`src/design/assert_macros.svh`:
```
// ----------------------------------------------------------------------------
// assert_macros.svh
// Concurrent assertion helpers; compiled out when SYNTH is defined.
// ----------------------------------------------------------------------------
`ifndef ASSERT_MACROS_SVH
`define ASSERT_MACROS_SVH
`ifndef SYNTH
// same-cycle implication, held off during reset
`define ASSERT_IMPLY(lbl, clk, rst_n, ante, cons) \
    lbl: assert property (@(posedge clk) disable iff (!rst_n) (ante) |-> (cons)) \
        else $error("assertion failed: same-cycle implication");
// next-cycle implication, held off during reset
`define ASSERT_NEXT(lbl, clk, rst_n, ante, cons) \
    lbl: assert property (@(posedge clk) disable iff (!rst_n) (ante) |=> (cons)) \
        else $error("assertion failed: next-cycle implication");
`else
`define ASSERT_IMPLY(lbl, clk, rst_n, ante, cons)
`define ASSERT_NEXT(lbl, clk, rst_n, ante, cons)
`endif
`endif

```
`src/design/sha1_pkg.sv`:
```
// ----------------------------------------------------------------------------
// sha1_pkg
// Widths, constants and round functions of the SHA-1 engine.
// ----------------------------------------------------------------------------
package sha1_pkg;

    localparam int COUNT_WIDTH = 61;   // message byte counter width, up to 61
    localparam int WORD_W      = 32;
    localparam int BYTE_W      = 8;
    localparam int NUM_WORDS   = 5;
    localparam int IDX_W       = 3;
    localparam int LEN_W       = 64;
    localparam int BLOCK_W     = 512;
    localparam int ROUND_W     = 7;
    localparam int NUM_ROUNDS  = 80;

    // input transaction opcodes
    typedef enum logic {
        OP_ABSORB = 1'b0,
        OP_FINISH = 1'b1
    } t_op;

    localparam logic [ROUND_W-1:0] LAST_ROUND = ROUND_W'(NUM_ROUNDS - 1);
    localparam logic [IDX_W-1:0]   LAST_IDX   = IDX_W'(NUM_WORDS - 1);

    localparam logic [5:0] OFS_LAST = 6'd63;   // last byte of a block
    localparam logic [5:0] OFS_LEN  = 6'd56;   // start of the length field

    localparam logic [BYTE_W-1:0] PAD_MARK = 8'h80;
    localparam logic [BYTE_W-1:0] PAD_ZERO = 8'h00;

    localparam logic [WORD_W-1:0] IV [NUM_WORDS] = '{
        32'h67452301, 32'hEFCDAB89, 32'h98BADCFE, 32'h10325476, 32'hC3D2E1F0
    };

    localparam logic [WORD_W-1:0] K0 = 32'h5A827999;
    localparam logic [WORD_W-1:0] K1 = 32'h6ED9EBA1;
    localparam logic [WORD_W-1:0] K2 = 32'h8F1BBCDC;
    localparam logic [WORD_W-1:0] K3 = 32'hCA62C1D6;

    function automatic logic [WORD_W-1:0] round_k(input logic [ROUND_W-1:0] t);
        logic [WORD_W-1:0] k;
        priority if (t < ROUND_W'(20)) k = K0;
        else if (t < ROUND_W'(40))     k = K1;
        else if (t < ROUND_W'(60))     k = K2;
        else                           k = K3;
        return k;
    endfunction

    function automatic logic [WORD_W-1:0] round_f(
        input logic [ROUND_W-1:0] t,
        input logic [WORD_W-1:0]  b,
        input logic [WORD_W-1:0]  c,
        input logic [WORD_W-1:0]  d
    );
        logic [WORD_W-1:0] f;
        priority if (t < ROUND_W'(20)) f = (b & c) | (~b & d);
        else if (t < ROUND_W'(40))     f = b ^ c ^ d;
        else if (t < ROUND_W'(60))     f = (b & c) | (b & d) | (c & d);
        else                           f = b ^ c ^ d;
        return f;
    endfunction

endpackage

```
`src/design/sha1_if.sv`:
```
// ----------------------------------------------------------------------------
// sha1_if
// Valid/ready channels of the SHA-1 engine: input items and digest words.
// ----------------------------------------------------------------------------
interface sha1_in_if;
    import sha1_pkg::*;

    logic              valid;
    logic              ready;
    logic              op;
    logic [BYTE_W-1:0] data_byte;

    modport source (output valid, output op, output data_byte, input ready);
    modport sink   (input valid, input op, input data_byte, output ready);
endinterface

interface sha1_out_if;
    import sha1_pkg::*;

    logic              valid;
    logic              ready;
    logic [WORD_W-1:0] digest_word;
    logic [IDX_W-1:0]  word_index;
    logic              last;

    modport source (output valid, output digest_word, output word_index, output last,
                    input ready);
    modport sink   (input valid, input digest_word, input word_index, input last,
                    output ready);
endinterface

```
`src/design/sha1_hash_engine.sv`:
```
// ----------------------------------------------------------------------------
// sha1_hash_engine
// SHA-1 (160-bit digest) over a byte stream with one shared round unit.
// ----------------------------------------------------------------------------
// Each input transaction either absorbs one message byte (op = 0) or finishes
// the message (op = 1). Bytes shift into a 512-bit window that doubles as the
// message schedule. The byte that fills a block starts a busy phase: 80
// passes through the single round unit (one round per cycle), then a fold
// of the working words into the chain. Finish pads one byte per cycle while
// no block is being compressed: 0x80, zeros up to byte 56 of the block
// (through a further block when fewer than 8 bytes remain), a switch step at
// the length boundary, then 8 bytes of bit length; every block completed on
// the way is compressed and folded the same way. The five digest words then
// leave as five output transactions, word 0 first, the last one flagged;
// after the fifth the chain and the byte count return to their initial
// values. The input is not ready while a block is compressed, padded or the
// digest is emitted. The byte count is COUNT_WIDTH bits and wraps; the
// length field is the count times eight in 64 bits.
// ----------------------------------------------------------------------------
`include "assert_macros.svh"

module sha1_hash_engine (
    input  logic        i_clk,
    input  logic        i_rst_n,
    sha1_in_if.sink     i_in,
    sha1_out_if.source  o_out
);
    import sha1_pkg::*;

    typedef enum logic [2:0] {
        ST_IDLE,    // accepting bytes
        ST_PAD,     // zero padding
        ST_LEN,     // length bytes
        ST_ROUND,   // compression rounds
        ST_FOLD,    // chain update
        ST_OUT      // digest words out
    } t_state;

    t_state                 r_state;
    logic [COUNT_WIDTH-1:0] r_count;
    logic [BLOCK_W-1:0]     r_win;         // block buffer / schedule window
    logic [LEN_W-1:0]       r_len;         // length field, shifted out MSB first
    logic [ROUND_W-1:0]     r_round;
    logic [IDX_W-1:0]       r_idx;
    logic                   r_finishing;   // padding in progress
    logic                   r_final;       // current block is the last one
    logic [WORD_W-1:0]      r_chain [NUM_WORDS];
    logic [WORD_W-1:0]      r_a, r_b, r_c, r_d, r_e;

    logic [5:0]             ofs;
    logic                   in_fire;
    logic                   out_fire;
    logic [LEN_W-1:0]       bit_len;
    logic [WORD_W-1:0]      w_cur;
    logic [WORD_W-1:0]      w_mix;
    logic [WORD_W-1:0]      n_a;
    logic [WORD_W-1:0]      n_sched;

    assign ofs      = r_count[5:0];
    assign in_fire  = i_in.valid && i_in.ready;
    assign out_fire = o_out.valid && o_out.ready;
    assign bit_len  = {{(LEN_W - COUNT_WIDTH){1'b0}}, r_count} << 3;

    // schedule: word 0 of the window is W[t]; the new word enters at word 15
    assign w_cur   = r_win[BLOCK_W-1 -: WORD_W];
    assign w_mix   = r_win[BLOCK_W-1-13*WORD_W -: WORD_W] ^ r_win[BLOCK_W-1-8*WORD_W -: WORD_W]
                   ^ r_win[BLOCK_W-1-2*WORD_W -: WORD_W] ^ w_cur;
    assign n_sched = {w_mix[WORD_W-2:0], w_mix[WORD_W-1]};

    // the shared round unit
    assign n_a = {r_a[WORD_W-6:0], r_a[WORD_W-1 -: 5]} + round_f(r_round, r_b, r_c, r_d)
               + r_e + w_cur + round_k(r_round);

    assign i_in.ready        = (r_state == ST_IDLE);
    assign o_out.valid       = (r_state == ST_OUT);
    assign o_out.digest_word = r_chain[r_idx];
    assign o_out.word_index  = r_idx;
    assign o_out.last        = (r_idx == LAST_IDX);

    always_ff @(posedge i_clk) begin
        if (!i_rst_n) begin
            r_state     <= ST_IDLE;
            r_count     <= '0;
            r_round     <= '0;
            r_idx       <= '0;
            r_finishing <= 1'b0;
            r_final     <= 1'b0;
            for (int i = 0; i < NUM_WORDS; i++) begin
                r_chain[i] <= IV[i];
            end
        end else begin
            unique case (r_state)
                ST_IDLE: begin
                    if (in_fire) begin
                        r_win   <= {r_win[BLOCK_W-BYTE_W-1:0],
                                    (i_in.op == OP_FINISH) ? PAD_MARK : i_in.data_byte};
                        r_count <= r_count + 1'b1;
                        if (i_in.op == OP_FINISH) begin
                            r_len       <= bit_len;
                            r_finishing <= 1'b1;
                        end
                        if (ofs == OFS_LAST) begin
                            {r_a, r_b, r_c, r_d, r_e} <= {r_chain[0], r_chain[1],
                                                          r_chain[2], r_chain[3], r_chain[4]};
                            r_state <= ST_ROUND;
                        end else if (i_in.op == OP_FINISH) begin
                            r_state <= ST_PAD;
                        end
                    end
                end
                ST_PAD: begin
                    if (ofs == OFS_LEN) begin
                        r_state <= ST_LEN;
                    end else begin
                        r_win   <= {r_win[BLOCK_W-BYTE_W-1:0], PAD_ZERO};
                        r_count <= r_count + 1'b1;
                        if (ofs == OFS_LAST) begin
                            {r_a, r_b, r_c, r_d, r_e} <= {r_chain[0], r_chain[1],
                                                          r_chain[2], r_chain[3], r_chain[4]};
                            r_state <= ST_ROUND;
                        end
                    end
                end
                ST_LEN: begin
                    r_win   <= {r_win[BLOCK_W-BYTE_W-1:0], r_len[LEN_W-1 -: BYTE_W]};
                    r_len   <= r_len << BYTE_W;
                    r_count <= r_count + 1'b1;
                    if (ofs == OFS_LAST) begin
                        {r_a, r_b, r_c, r_d, r_e} <= {r_chain[0], r_chain[1],
                                                      r_chain[2], r_chain[3], r_chain[4]};
                        r_final <= 1'b1;
                        r_state <= ST_ROUND;
                    end
                end
                ST_ROUND: begin
                    r_win <= {r_win[BLOCK_W-WORD_W-1:0], n_sched};
                    r_e   <= r_d;
                    r_d   <= r_c;
                    r_c   <= {r_b[1:0], r_b[WORD_W-1:2]};
                    r_b   <= r_a;
                    r_a   <= n_a;
                    if (r_round == LAST_ROUND) begin
                        r_round <= '0;
                        r_state <= ST_FOLD;
                    end else begin
                        r_round <= r_round + 1'b1;
                    end
                end
                ST_FOLD: begin
                    r_chain[0] <= r_chain[0] + r_a;
                    r_chain[1] <= r_chain[1] + r_b;
                    r_chain[2] <= r_chain[2] + r_c;
                    r_chain[3] <= r_chain[3] + r_d;
                    r_chain[4] <= r_chain[4] + r_e;
                    priority if (r_final) begin
                        r_idx   <= '0;
                        r_state <= ST_OUT;
                    end else if (r_finishing) begin
                        r_state <= ST_PAD;
                    end else begin
                        r_state <= ST_IDLE;
                    end
                end
                ST_OUT: begin
                    if (out_fire) begin
                        if (r_idx == LAST_IDX) begin
                            for (int i = 0; i < NUM_WORDS; i++) begin
                                r_chain[i] <= IV[i];
                            end
                            r_count     <= '0;
                            r_finishing <= 1'b0;
                            r_final     <= 1'b0;
                            r_idx       <= '0;
                            r_state     <= ST_IDLE;
                        end else begin
                            r_idx <= r_idx + 1'b1;
                        end
                    end
                end
                default: r_state <= ST_IDLE;
            endcase
        end
    end

    // ---- assertions ----
    // a byte that fills a block must start a compression
    `ASSERT_NEXT(a_full_block_busy, i_clk, i_rst_n, in_fire && i_in.op == OP_ABSORB && ofs == OFS_LAST, r_state == ST_ROUND)
    // after the last digest word the next message starts from scratch
    `ASSERT_NEXT(a_restart, i_clk, i_rst_n, out_fire && o_out.last, r_count == '0 && r_chain[0] == IV[0] && !r_final)
    // no input taken while digest words are pending
    `ASSERT_IMPLY(a_out_excl, i_clk, i_rst_n, o_out.valid, !i_in.ready)
    // digest is only emitted for a finished message
    `ASSERT_IMPLY(a_out_final, i_clk, i_rst_n, o_out.valid, r_final && r_finishing)

endmodule

```
`src/flat_wrapper.sv`:
```
// flat-port wrapper written by rule: the top's interface ports become plain ports
module sha1_hash_engine_flat import sha1_pkg::*;
  (i_clk, i_rst_n, i_in_valid, i_in_op, i_in_data_byte, i_in_ready, o_out_valid, o_out_digest_word, o_out_word_index, o_out_last, o_out_ready);
  sha1_in_if i_in_i ();
  sha1_out_if o_out_i ();
  input  logic i_clk;
  input  logic i_rst_n;
  input wire logic [$bits(i_in_i.valid)-1:0] i_in_valid;
  input wire logic [$bits(i_in_i.op)-1:0] i_in_op;
  input wire logic [$bits(i_in_i.data_byte)-1:0] i_in_data_byte;
  output wire logic [$bits(i_in_i.ready)-1:0] i_in_ready;
  output wire logic [$bits(o_out_i.valid)-1:0] o_out_valid;
  output wire logic [$bits(o_out_i.digest_word)-1:0] o_out_digest_word;
  output wire logic [$bits(o_out_i.word_index)-1:0] o_out_word_index;
  output wire logic [$bits(o_out_i.last)-1:0] o_out_last;
  input wire logic [$bits(o_out_i.ready)-1:0] o_out_ready;
  assign i_in_i.valid = i_in_valid;
  assign i_in_i.op = i_in_op;
  assign i_in_i.data_byte = i_in_data_byte;
  assign i_in_ready = i_in_i.ready;
  assign o_out_valid = o_out_i.valid;
  assign o_out_digest_word = o_out_i.digest_word;
  assign o_out_word_index = o_out_i.word_index;
  assign o_out_last = o_out_i.last;
  assign o_out_i.ready = o_out_ready;
  sha1_hash_engine u_core (.i_clk(i_clk), .i_rst_n(i_rst_n), .i_in(i_in_i), .o_out(o_out_i));
endmodule
```
`config.mk`:
```
export PLATFORM = sky130hd
export DESIGN_NAME = sha1_hash_engine_flat
export DESIGN_NICKNAME = d
export VERILOG_FILES = /design/src/design/sha1_pkg.sv /design/src/design/sha1_if.sv /design/src/design/sha1_hash_engine.sv /design/src/flat_wrapper.sv
export VERILOG_INCLUDE_DIRS = /design/src /design/src/design
export SDC_FILE = /design/constraint.sdc
export NUM_CORES = 2
export LEC_CHECK = 0
export ABC_AREA = 1
export BUFFER_PORTS_ARGS = -buffer_cell sky130_fd_sc_hd__buf_2
export CAP_MARGIN = 20
export CORE_UTILIZATION = 55
export CTS_CLUSTER_DIAMETER = 120
export CTS_CLUSTER_SIZE = 10
export DETAILED_ROUTE_END_ITERATION = 6
export GPL_TIMING_DRIVEN = 0
export PLACE_DENSITY = 0.68
export SLEW_MARGIN = 10
export SYNTH_ARGS = -nofsm -noshare
export SYNTH_HDL_FRONTEND = slang
export SYNTH_SLANG_ARGS = --single-unit
```
`constraint.sdc`:
```
create_clock -name i_clk -period 64.9 [get_ports i_clk]
set_input_delay 6.49 -clock i_clk [delete_from_list [all_inputs] [get_ports i_clk]]
set_output_delay 6.49 -clock i_clk [all_outputs]
set_load 0.05 [all_outputs]
```
# After elaboration in Yosys (flattened, before gate mapping)
# Memories as Yosys holds them, arrays and structs flattened. A register that Yosys moved wholly into a read port is not among the register bits.
# Cells that the tools add are included.
[op_classes] add_sub_neg=12 magnitude_cmp=3 eq_ne=18 muxes=82 bitwise=23 n_reduce_logical=16
[op_table] operator="$pmux 512 s4" count=1
[op_table] operator="$mux 512" count=2
[op_table] operator="$mux 32" count=30
[op_table] operator="$pmux 32 s4" count=5
[op_table] operator="$add 32x32->32" count=9
[op_table] operator="$mux 61" count=4
[op_table] operator="$pmux 61 s4" count=1
[op_table] operator="$xor 32x32->32" count=5
[op_table] operator="$and 32x32->32" count=4
[op_table] operator="$mux 64" count=2
[op_table] operator="$pmux 64 s2" count=1
[op_table] operator="$or 32x32->32" count=3
[op_table] operator="$add 61x1->61 const B" count=1
[op_table] operator="$mux 3" count=14
[op_table] operator="$not 32->32" count=1
[op_table] operator="$mux 31" count=1
[op_table] operator="$pmux 3 s6" count=1
[op_table] operator="$mux 1" count=15
[op_table] operator="$reduce_and 5->1" count=3
[op_table] operator="$lt 7x6->1 const B" count=2
[op_table] operator="$eq 6x6->1 const B" count=2
[op_table] operator="$reduce_and 4->1" count=3
[op_table] operator="$ne 2x2->1 const B" count=5
[op_table] operator="$or 1x1->1" count=10
[op_table] operator="other kinds (18)" count=29
[word_totals] reg_bits=812 mem_bits_rw=160 input_bits=13 out_inout_bits=38 word_cells=168 n_memories=1
[memory_table] memory="u_core.r_chain" words=5 word_bits=32 read_ports=6 rd_clocked_by_memory_dff=1 write_ports=5 line="sha1_hash_engine.sv:47" source="logic [WORD_W-1:0] r_chain [NUM_WORDS];"

# Depth between registers and ports, before layout
[depth] depth_word=11 mapped_depth=27 depth_no_buf=26

# Least setup slack after synthesis
# Ideal clock, no wire load.
[synth_path] path_kind="in2reg" start="input port i_in_valid" end="register u_core.r_a[0] (enable)" setup_time_ps=533 t_arrival_ps=32463 required_ps=64367 setup_slack_ps=31904 cell_stages=5 path_buffers=0 path_cell_list="nor2_2 -> inv_1 -> nand2_1 -> nor2_1 -> o21a_1"
[synth_between] elab_chain_len=3
[synth_lines] item="start: declaration" line="flat_wrapper.sv:8" source="input wire logic [$bits(i_in_i.valid)-1:0] i_in_valid;"
[synth_lines] item="$logic_and 1x1->1" line="sha1_hash_engine.sv:60" source="assign in_fire = i_in.valid && i_in.ready;"
[synth_lines] item="$ne 2x2->1 (no line)"
[synth_lines] item="$reduce_and 4->1 (no line)"
[synth_lines] item="end signal: assignment" line="sha1_hash_engine.sv:103" source="{r_a, r_b, r_c, r_d, r_e} <= {r_chain[0], r_chain[1],"
[synth_lines] item="end signal: assignment" line="sha1_hash_engine.sv:118" source="{r_a, r_b, r_c, r_d, r_e} <= {r_chain[0], r_chain[1],"
[synth_lines] item="end signal: assignment" line="sha1_hash_engine.sv:129" source="{r_a, r_b, r_c, r_d, r_e} <= {r_chain[0], r_chain[1],"
[synth_lines] item="end: declaration" line="sha1_hash_engine.sv:48" source="logic [WORD_W-1:0] r_a, r_b, r_c, r_d, r_e;"
# No other way between the ends.
# A chain may end at the register's enable or synchronous reset.

==> reports/results.ini <==
[placement]
dp_hpwl_microns=180000
portBuffers=50
dpl-instance-area_sq_mm=0.0617
gp_congestion=1.04

[detailed_routing]
drc=0
dr_total_vias=52817
routedWlPerCell_microns=26.5
first_iter_violations=7600
routed_via_density=6.15
wirelength_microns=228000
ant_nets=0
drt_first_pass_iters=7

[global_route]
grt.met2_usage_pct=62.5
top_usage_layer=met2
grt_max_degree=59
track_usage_pct=41.6
grt_antenna_before_repair=6
grt_overflow_total=0
grt_pass1_vias=49055
grt_pass1_wl_microns=323000
met3_usage_pct=8.77
use_met1_pct=55.8

[outcome]
status=completed

[worst_setup_path]
ff2ff_path_depth=23
critical_path.endpoint=o_out_digest_word[16]
cp_num_cells=5
crit_fanout=10
path_buf_inv=3
rr_endpoint=u_core.r_a[31]$_DFFE_PP_
cp-start-kind=flop
required_ns=58.41
crit_family=buffers and inverters
crit_chain=clkbuf_1, clkbuf_1, o21ai_0, a31oi_1, buf_2
crit_top_cell=clkbuf_1
crit_arrival_ns=3.30
cp_slowest_cell=dfxtp_1
r2r_slack_ns=58.22
cp-end-kind=output port
path_class=flop to output port
r2r_start=u_core.r_round[5]$_SDFFE_PN0P_
cp_slowest_stage_delay_ns=0.55

[synth]
synthArstFlopShare_pct=0
ys_warn_count=0
synthFlopType=edfxtp_1
synthAdderAreaFrac_pct=8.98
synth_top_family_by_area=simple AND/OR/NAND/NOR gates
postSynthCellCount=6980
yosys.area.top_type=edfxtp_1
synth_cell_types=52
netlist_top_cells_count=1772 x nand2_1, 950 x inv_1, 893 x edfxtp_1
synth_area_leaders=edfxtp_1 45%, nand2_1 11%, o21ai_0 7.4%
synth_fp_nets=7342
muxShareOfSynthArea_pct=0
synth_edf_count=893
syn_avg_cell_area_sq_um=8.46
synth.cell_area_sq_mm=0.0590
ys_ff_latch=972
synth_compound_area_share_pct=13.7
synth-simple-area-share_pct=19.8
synth_top_cell_area_share_pct=45.4
yosysMostFrequentCell=nand2_1
synth_seq_area_share_pct=48.1
yosys.area_share.xor_xnor_pct=1.66

[timing]
worstMarginPinSlew_ns=1.17
slew_headroom_pct=21.1
finClkSkew_ns=0.0628
hold_viol_final=0
max_clock_freq_ghz=0.102
fin_crit_sh_pct=15.1
grt_setup_unrepaired=false
final.setup.tns_ns=0
setup_viol=0
slew_violations=0
fin_crit_ns=9.79

[clock_tree]
clk_latency_ns=0.76
cts-htree-levels=3
cts_buffer_depth=3
path_clk_slew_ns=0.06
numCtsBuffers=107
holdBufCountCts=0
cts_tree=yes
postCtsSetupBuffers=0
cts_resized=0
cts_num_sinks=972
cts_root_buffer=clkbuf_16

[pwr]
ir_drop_mv=0.0231
cellPowerDensity_mw_per_mm2=28.5
p_leak_nw=26.4

[final_layout]
syn_to_final_growth_pct=9.55
num-nets-final=7529
finalInstanceArea_sq_mm=0.0647
layout-drive-gt1-share_pct=4.64
fill_cells=9393
multi_input_area_sq_mm=0.0260
regArea_sq_mm=0.0284

[floorplan]
die_area_sq_mm=0.109
fp.coreArea_sq_mm=0.106
die_y_microns=330
die_x_microns=330
rows=119
num_io_pins=51
start_util_pct=55.8

[worst_hold_path]
min_path_type=flop to flop

[job]
maxCapViolCount=0

power by group:
group | switching [mW] | total [mW] | internal, mW
clock | 0.259 | 0.558 | 0.298
combinational | 0.297 | 0.421 | 0.123
sequential | 0.0659 | 0.866 | 0.800
kinds of logic (layout without fill, tap and decap cells):
family          Yosys count  in the layout
xor+xnor                112            112
flops                   972            972
buf+inv                1195           1415
simple gates           2831           2831
fa+ha+maj               349            349
other cells               0              1
compound gates         1521           1521
routing by layer:
layer	up-vias	wire, microns	share of wire, %
met5	-	47	0.021
met4	6	15300	6.7
li1	23726	-	-
met1	25049	86600	38
met2	3369	98800	43
met3	667	27300	12
cell type report:
class / instances / share of cell area (%)
diodes: 1 / 0.00387
plain buffers: 234 / 1.55
clock buffers: 134 / 4.30
clock inverters: 8 / 0.296
inverters: 961 / 5.58
multi-input cells: 4813 / 40.3
flip-flops and latches: 972 / 43.9
well taps: 1391 / 2.69
repair buffers: 78 / 1.39
state kept, by name, summed over array words and instances, names as in the netlist, named ones only:
register,flops
u_core.o_out.word_index,3
u_core.r_e,32
u_core.r_state,3
u_core.r_chain,160
u_core.r_round,7
u_core.r_count,61
u_core.r_win,512
u_core.r_a,32
u_core.r_c,32
u_core.r_len,61
u_core.r_d,32
u_core.r_finishing,1
u_core.r_b,32
u_core.r_final,1
placed cells by master, fill, tap and decap left out, types with 28 or more instances in the layout:
master | synthesis | routed
nand2_1 | 1772 | 1771
inv_1 | 950 | 950
edfxtp_1 | 893 | 893
o21ai_0 | 871 | 871
nor2_1 | 512 | 510
a21oi_1 | 442 | 442
nand3_1 | 283 | 283
ha_1 | 225 | 225
clkbuf_1 | 146 | 173
buf_2 | 75 | 125
fa_1 | 124 | 124
clkbuf_16 | 0 | 107
nand4_1 | 104 | 104
dfxtp_1 | 79 | 79
nor3_1 | 76 | 76
xor2_1 | 71 | 71
xnor2_1 | 41 | 41
a31oi_1 | 38 | 38
o21a_1 | 35 | 34
o21bai_1 | 31 | 31
a21o_1 | 28 | 28
worst min-delay path by stage:
stage | startpoint | endpoint | slack [ns] | depth (start not counted)
final | u_core.r_finishing$_SDFFE_PN0P_ | u_core.r_finishing$_SDFFE_PN0P_ | 0.45 | 2
after global routing | u_core.r_finishing$_SDFFE_PN0P_ | u_core.r_finishing$_SDFFE_PN0P_ | 0.49 | 2
after CTS | u_core.r_finishing$_SDFFE_PN0P_ | u_core.r_finishing$_SDFFE_PN0P_ | 0.45 | 2
after detailed placement | u_core.r_finishing$_SDFFE_PN0P_ | u_core.r_finishing$_SDFFE_PN0P_ | 0.44 | 2
after global placement | u_core.r_finishing$_SDFFE_PN0P_ | u_core.r_finishing$_SDFFE_PN0P_ | 0.43 | 2
after floorplan | u_core.r_finishing$_SDFFE_PN0P_ | u_core.r_finishing$_SDFFE_PN0P_ | 0.42 | 2
tightest hold or removal path: stages (launching register included):
cell and delay [ns]:
dfxtp_1 0.31, inv_1 0.05, a21oi_1 0.05
metrics by stage:
step	hold WS, ns	instances	worst slack (ns)	total power [mW]	util (%)
after floorplan	0.424	6980	31.90	1.16	-
after global placement	0.433	8421	23.27	1.34	57.6
after detailed placement	0.444	8448	55.24	1.28	58.3
after CTS	0.452	8590	55.19	1.83	61.1
after global routing	0.487	8591	55.14	1.90	61.1
final	0.455	8592	55.11	1.84	61.1
No activity file was read; power rests on OpenSTA's default activity.
